**config.mk**
```make
export PLATFORM = sky130hd
export DESIGN_NAME = ple_cell
export DESIGN_NICKNAME = d
export VERILOG_FILES = /design/src/hdl/ple_pkg.sv /design/src/hdl/ple_cell.sv
export SDC_FILE = /design/constraint.sdc
export NUM_CORES = 1
export LEC_CHECK = 0
export BUFFER_PORTS_ARGS = -buffer_cell sky130_fd_sc_hd__clkbuf_2
export CAP_MARGIN = 20
export CORE_ASPECT_RATIO = 0.8
export CORE_MARGIN = 5
export CORE_UTILIZATION = 48
export DETAILED_ROUTE_END_ITERATION = 10
export HOLD_SLACK_MARGIN = 0.02
export MAX_ROUTING_LAYER = met4
export PLACE_DENSITY = 0.86
export SYNTH_ARGS = -nofsm -noshare
export SYNTH_HDL_FRONTEND = slang
export SYNTH_SLANG_ARGS = --single-unit
export TNS_END_PERCENT = 30
```
**constraint.sdc**
```tcl
create_clock -name clk -period 7.1 [get_ports clk]
set_clock_uncertainty 0.2 [all_clocks]
set_input_delay 1.42 -clock clk [delete_from_list [all_inputs] [get_ports clk]]
set_output_delay 1.42 -clock clk [all_outputs]
set_load 0.01 [all_outputs]
```
**src/hdl/ple_pkg.sv**
```systemverilog
// ----------------------------------------------------------------------------
// ple_pkg
// Types and constants shared by the positional list engine and its cells.
// ----------------------------------------------------------------------------
package ple_pkg;

  localparam int DEPTH_DEF = 64;
  localparam int DATA_W    = 32;
  localparam int POS_W     = 7;
  localparam int IDX_W     = 6;
  localparam int CNT_W     = 7;

  typedef enum logic [2:0] {
    ACT_READ   = 3'd0,
    ACT_WRITE  = 3'd1,
    ACT_INSERT = 3'd2,
    ACT_REMOVE = 3'd3,
    ACT_APPEND = 3'd4,
    ACT_DROP   = 3'd5,
    ACT_CLEAR  = 3'd6,
    ACT_FIND   = 3'd7
  } action_t;

  typedef enum logic [2:0] {
    ST_OK        = 3'd0,
    ST_BAD_POS   = 3'd1,
    ST_FULL      = 3'd2,
    ST_EMPTY     = 3'd3,
    ST_NOT_FOUND = 3'd4
  } status_t;

  // what each cell does with its entry this cycle
  typedef enum logic [1:0] {
    CM_HOLD   = 2'd0,
    CM_WRITE  = 2'd1,
    CM_INSERT = 2'd2,
    CM_REMOVE = 2'd3
  } cell_mode_t;

  typedef struct packed {
    cell_mode_t               mode;
    logic signed [DATA_W-1:0] val;
  } cell_ctl_t;

  typedef struct packed {
    action_t                  action;
    logic [POS_W-1:0]         position;
    logic signed [DATA_W-1:0] value;
  } in_item_t;

  typedef struct packed {
    logic signed [DATA_W-1:0] data;
    logic [IDX_W-1:0]         found_index;
    logic [CNT_W-1:0]         count;
    status_t                  status;
  } out_result_t;

endpackage

```
**src/hdl/ple_cell.sv**
```systemverilog
// ----------------------------------------------------------------------------
// ple_cell
// One list slot: holds an entry, loads, shifts from either neighbor, and
// flags whether it is selected and whether it beats the threshold.
// ----------------------------------------------------------------------------
module ple_cell import ple_pkg::*; #(
  parameter int IDX = 0,
  parameter int WW  = 7
) (
  input  logic                     clk,
  input  cell_ctl_t                ctl,
  input  logic [WW-1:0]            sel_pos,
  input  logic [WW-1:0]            fill,
  input  logic signed [DATA_W-1:0] left_in,
  input  logic signed [DATA_W-1:0] right_in,
  output logic signed [DATA_W-1:0] entry,
  output logic                     sel,
  output logic                     hit
);

  localparam logic [WW-1:0] MY_IDX = WW'(IDX);

  logic signed [DATA_W-1:0] entry_r;
  logic signed [DATA_W-1:0] entry_nxt;
  logic                     at_pos;
  logic                     above;

  assign at_pos = (MY_IDX == sel_pos);
  assign above  = (MY_IDX > sel_pos);

  always_comb begin
    entry_nxt = entry_r;
    unique case (ctl.mode)
      CM_HOLD: begin
        entry_nxt = entry_r;
      end
      CM_WRITE: begin
        if (at_pos) begin
          entry_nxt = ctl.val;
        end
      end
      CM_INSERT: begin
        if (at_pos) begin
          entry_nxt = ctl.val;
        end else if (above) begin
          entry_nxt = left_in;
        end
      end
      CM_REMOVE: begin
        if (at_pos || above) begin
          entry_nxt = right_in;
        end
      end
      default: begin
        entry_nxt = entry_r;
      end
    endcase
  end

  always_ff @(posedge clk) begin
    entry_r <= entry_nxt;
  end

  assign entry = entry_r;
  assign sel   = at_pos;
  // only live entries take part in the search
  assign hit   = (MY_IDX < fill) && ($signed(entry_r) > $signed(ctl.val));

endmodule

```
==> summary.md <==
| Metric | Value |
|---|---|
| H-tree Lvls | `2` |
| Diode count | `0` |
| Synth Warn # | `0` |
| Root Buffer | `clkbuf_8` |
| Final #Nets | `slightly below 600` |
| Crit-path cells | `clkbuf_2, inv_1, ha_1, a21oi_1, o21ai_0, a221o_1, o31a_1, or4b_1, nand2_1, clkbuf_2` |
| Most used cell, CP | `clkbuf_2` |
| # rows | `23` |
| Minimum clock period | `approximately 5100 ps` |
| Worst hold stages | `3` |
| Worst Path Required | `approximately 5500 ps` |
| Worst slew margin | `35.1%` |
| Routability congestion estimate from global placement | `just under 0.9` |
| XOR/XNOR Fraction of Synth Area | `0%` |
| First-pass DRT Iterations | `5` |
| Post-DP HPWL | `approximately 6400 um` |
| NetSw | `between 0.1 and 0.15 mW` |
| Post-Synth Simple-Gate Area | `between 10% and 20%` |
| Die Height | `about 75 um` |
| CP Capture Type | `primary output` |
| Worst path max stage delay | `approximately 500 ps` |
| Largest net degree at the start of global routing | `35` |
| Synth Area in Adders | `around 16%` |
| Ranking of synthesized cells by area | `edfxtp_1 (38%), ha_1 (16%), a21oi_1 (8.4%)` |
| Initial core utilization | `50.3%` |
| DR iter-0 viols | `between 100 and 150` |
| Slowest cell on crit path | `or4b_1` |
| Post-synthesis mux area share | `0%` |
| Share of cells above drive strength 1 | `a little over a third` |
| Setup tns final | `0 ps` |
| Final period utilization | `between 70% and 80%` |
| Hold_sp | `ctl[3]` |
| Port bufs | `between 100 and 150` |
| Seq cells post-synth | `32` |
| Util after Layout | `between 60% and 70%` |
| Setup crit start kind | `primary input` |
| Clock Power Share | `a little under a third` |
| Combinational Power Share | `22.3%` |
| Vias in the first global route | `between 2000 and 3000` |
| Worst-path maximum fanout | `3` |
| Int Pwr | `0.327 mW` |
| Arrival time of the worst setup path | `roughly 3500 ps` |
| Vias | `2725` |
| Vias per std cell | `about 5.5` |
| Max Cap Viol | `0` |
| Die width | `between 90 and 100 um` |
| Seq/Total Area, Yosys | `~38%` |
| Outcome | `completed` |
| Count of pins over their slew limit | `0` |
| Post-Syn Area | `0.00255 mm2` |
| Leak | `~1.7 nW` |
| Crit path launch | `ctl[7]` |
| CTS Hold Bufs | `0` |
| Buffer depth of the longest clock path | `2` |
| Min Hold Slack | `around 1300 ps` |
| Setup Buffers After CTS | `0` |
| Hold Vio Cnt, Final | `0` |
| DRC viols | `0` |
| CTS tree | `done` |
| Max reg flops | `32` |
| Cell taking the most area after synthesis | `edfxtp_1` |
| Buf/Inv on CP | `3` |
| Sequential group share of total power | `~48%` |
| Syn Inst Count | `295` |
| First-pass GRT wire length | `around 13000 um` |
| Avg Inst Size Synth | `~8.6 um2` |
| PwrDens | `~130 mW/mm2` |
| Clk sink count | `32` |
| Crit path max-delay family | `compound AO/OA/AOI/OAI gates` |
| Mapped Nets | `440` |
| Post-CTS resize count | `0` |
| Worst slew pin tran | `972 ps` |
| Filler Cell Count | `around 450` |
| I/O pin count | `around 150` |
| Most common cell after layout, fill and taps aside | `clkbuf_2` |
| Most frequent cells in the layout | `clkbuf_2 (146), a21oi_1 (43), nor2_1 (34)` |
| Total wire length | `between 8000 and 9000 um` |
| Peak supply drop | `approximately 0.00012 V` |
| Core Footprint | `about 0.0051 mm2` |
| Synth unique cells | `28` |
| Largest family of logic cells by synthesized area | `compound AO/OA/AOI/OAI gates` |
| Final setup viols | `0` |
| Worst min path class | `primary input to register` |
| Synth Area in Compound Gates | `20.1%` |
| Switching Fraction | `26.1%` |
| Initial antenna violation count | `0` |
| Setup CP Type | `primary input to primary output` |
| Total die area | `~0.007 mm2` |
| Peak Freq | `0.196 GHz` |
| GR Overflow Total | `0` |
| Top cell type's share of synthesized area | `a little under two fifths` |
| Routed wire length per instance | `approximately 16 um` |
| Hold endpoint | `entry[3]$_DFFE_PP_` |
| Unrepaired setup endpoints after global routing | `false` |
| CTS Buf Count | `5` |
| GRT Total Usage | `roughly 24%` |
| Clk slew on worst S/H paths | `approximately 70 ps` |
| Post-DRT Antenna Nets | `0` |
| Area growth syn-to-layout | `33.4%` |
## Yosys cell counts
master and count:
o21ai_0 32, inv_1 33, nand4_1 8, or4_1 2
clkbuf_1 13, a2111o_1 1, nand3_1 4, or4b_1 1
a21oi_1 43, o211ai_1 3, a2111oi_0 1, or3_1 32
nand2_1 3, buf_2 3, ha_1 32, o31a_1 1
edfxtp_1 32, a21o_1 5, a21boi_1 1, nor4_1 3
nor4_4 1, nor2b_1 2, a41o_1 1, a21oi_2 1
o21ai_1 1, o21a_1 1, a221o_1 1, nor2_1 34
## logic make-up (layout without fill, tap and decap cells)
group	Yosys count	count (layout)
DFF	32	32
adders and majority gates	32	32
and+or+nand+nor	90	90
buffers and inverters	49	189
AOI/OAI and AO/OA	92	92
## tightest hold or removal path, delay by kind of cell
family	cells	cell delay, ps
AO/OA/AOI/OAI	1	100
buffers and inverters	1	90
AND/OR/NAND/NOR	1	40
## routing by layer
metal	up-vias	wire length (um)	share of wire, %	GRT usage [%]
met5	-	0	0	-
met4	0	59	0.72	5.37
met3	6	570	7.0	4.90
met2	112	3980	49	43.4
met1	1247	3560	44	29.0
li1	1360	-	-	-
## through the flow
stage	cells	power [mW]	area, um2	setup slack [ps]
after detailed placement	489	0.314	3320	2000
after global placement	489	0.310	3320	2050
after floorplan	295	0.267	2550	2310
final	497	0.443	3400	2000
after CTS	497	0.445	3400	2000
after global routing	497	0.468	3400	1880
## worst max path at each step
stage	to	cells after the start
2_1_floorplan	hit	8
3_3_place_gp	hit	10
3_5_place_dp	hit	10
4_1_cts	hit	10
5_1_grt	hit	10
6_report	hit	10
## power by group through the flow
| stage | clock, mW | combinational, mW | sequential (mW) |
|---|---|---|---|
| after floorplan | 0 | 0.0510 | 0.216 |
| after global placement | 0 | 0.0945 | 0.216 |
| after detailed placement | 0 | 0.0983 | 0.216 |
| after CTS | 0.135 | 0.0989 | 0.212 |
| after global routing | 0.143 | 0.113 | 0.212 |
| final | 0.133 | 0.0988 | 0.212 |
## area by class of cell
class / count / area [um2] / share of cell area, %
Multi-Input combinational cell: 214 / 1410 / 41.5
Sequential cell: 32 / 961 / 28.3
Timing Repair Buffer: 148 / 746 / 21.9
Inverter: 33 / 124 / 3.64
Tap cell: 62 / 77.6 / 2.28
Clock buffer: 7 / 76.3 / 2.25
Clock inverter: 1 / 3.75 / 0.110
Note: power is estimated with default switching activity, not from simulation.
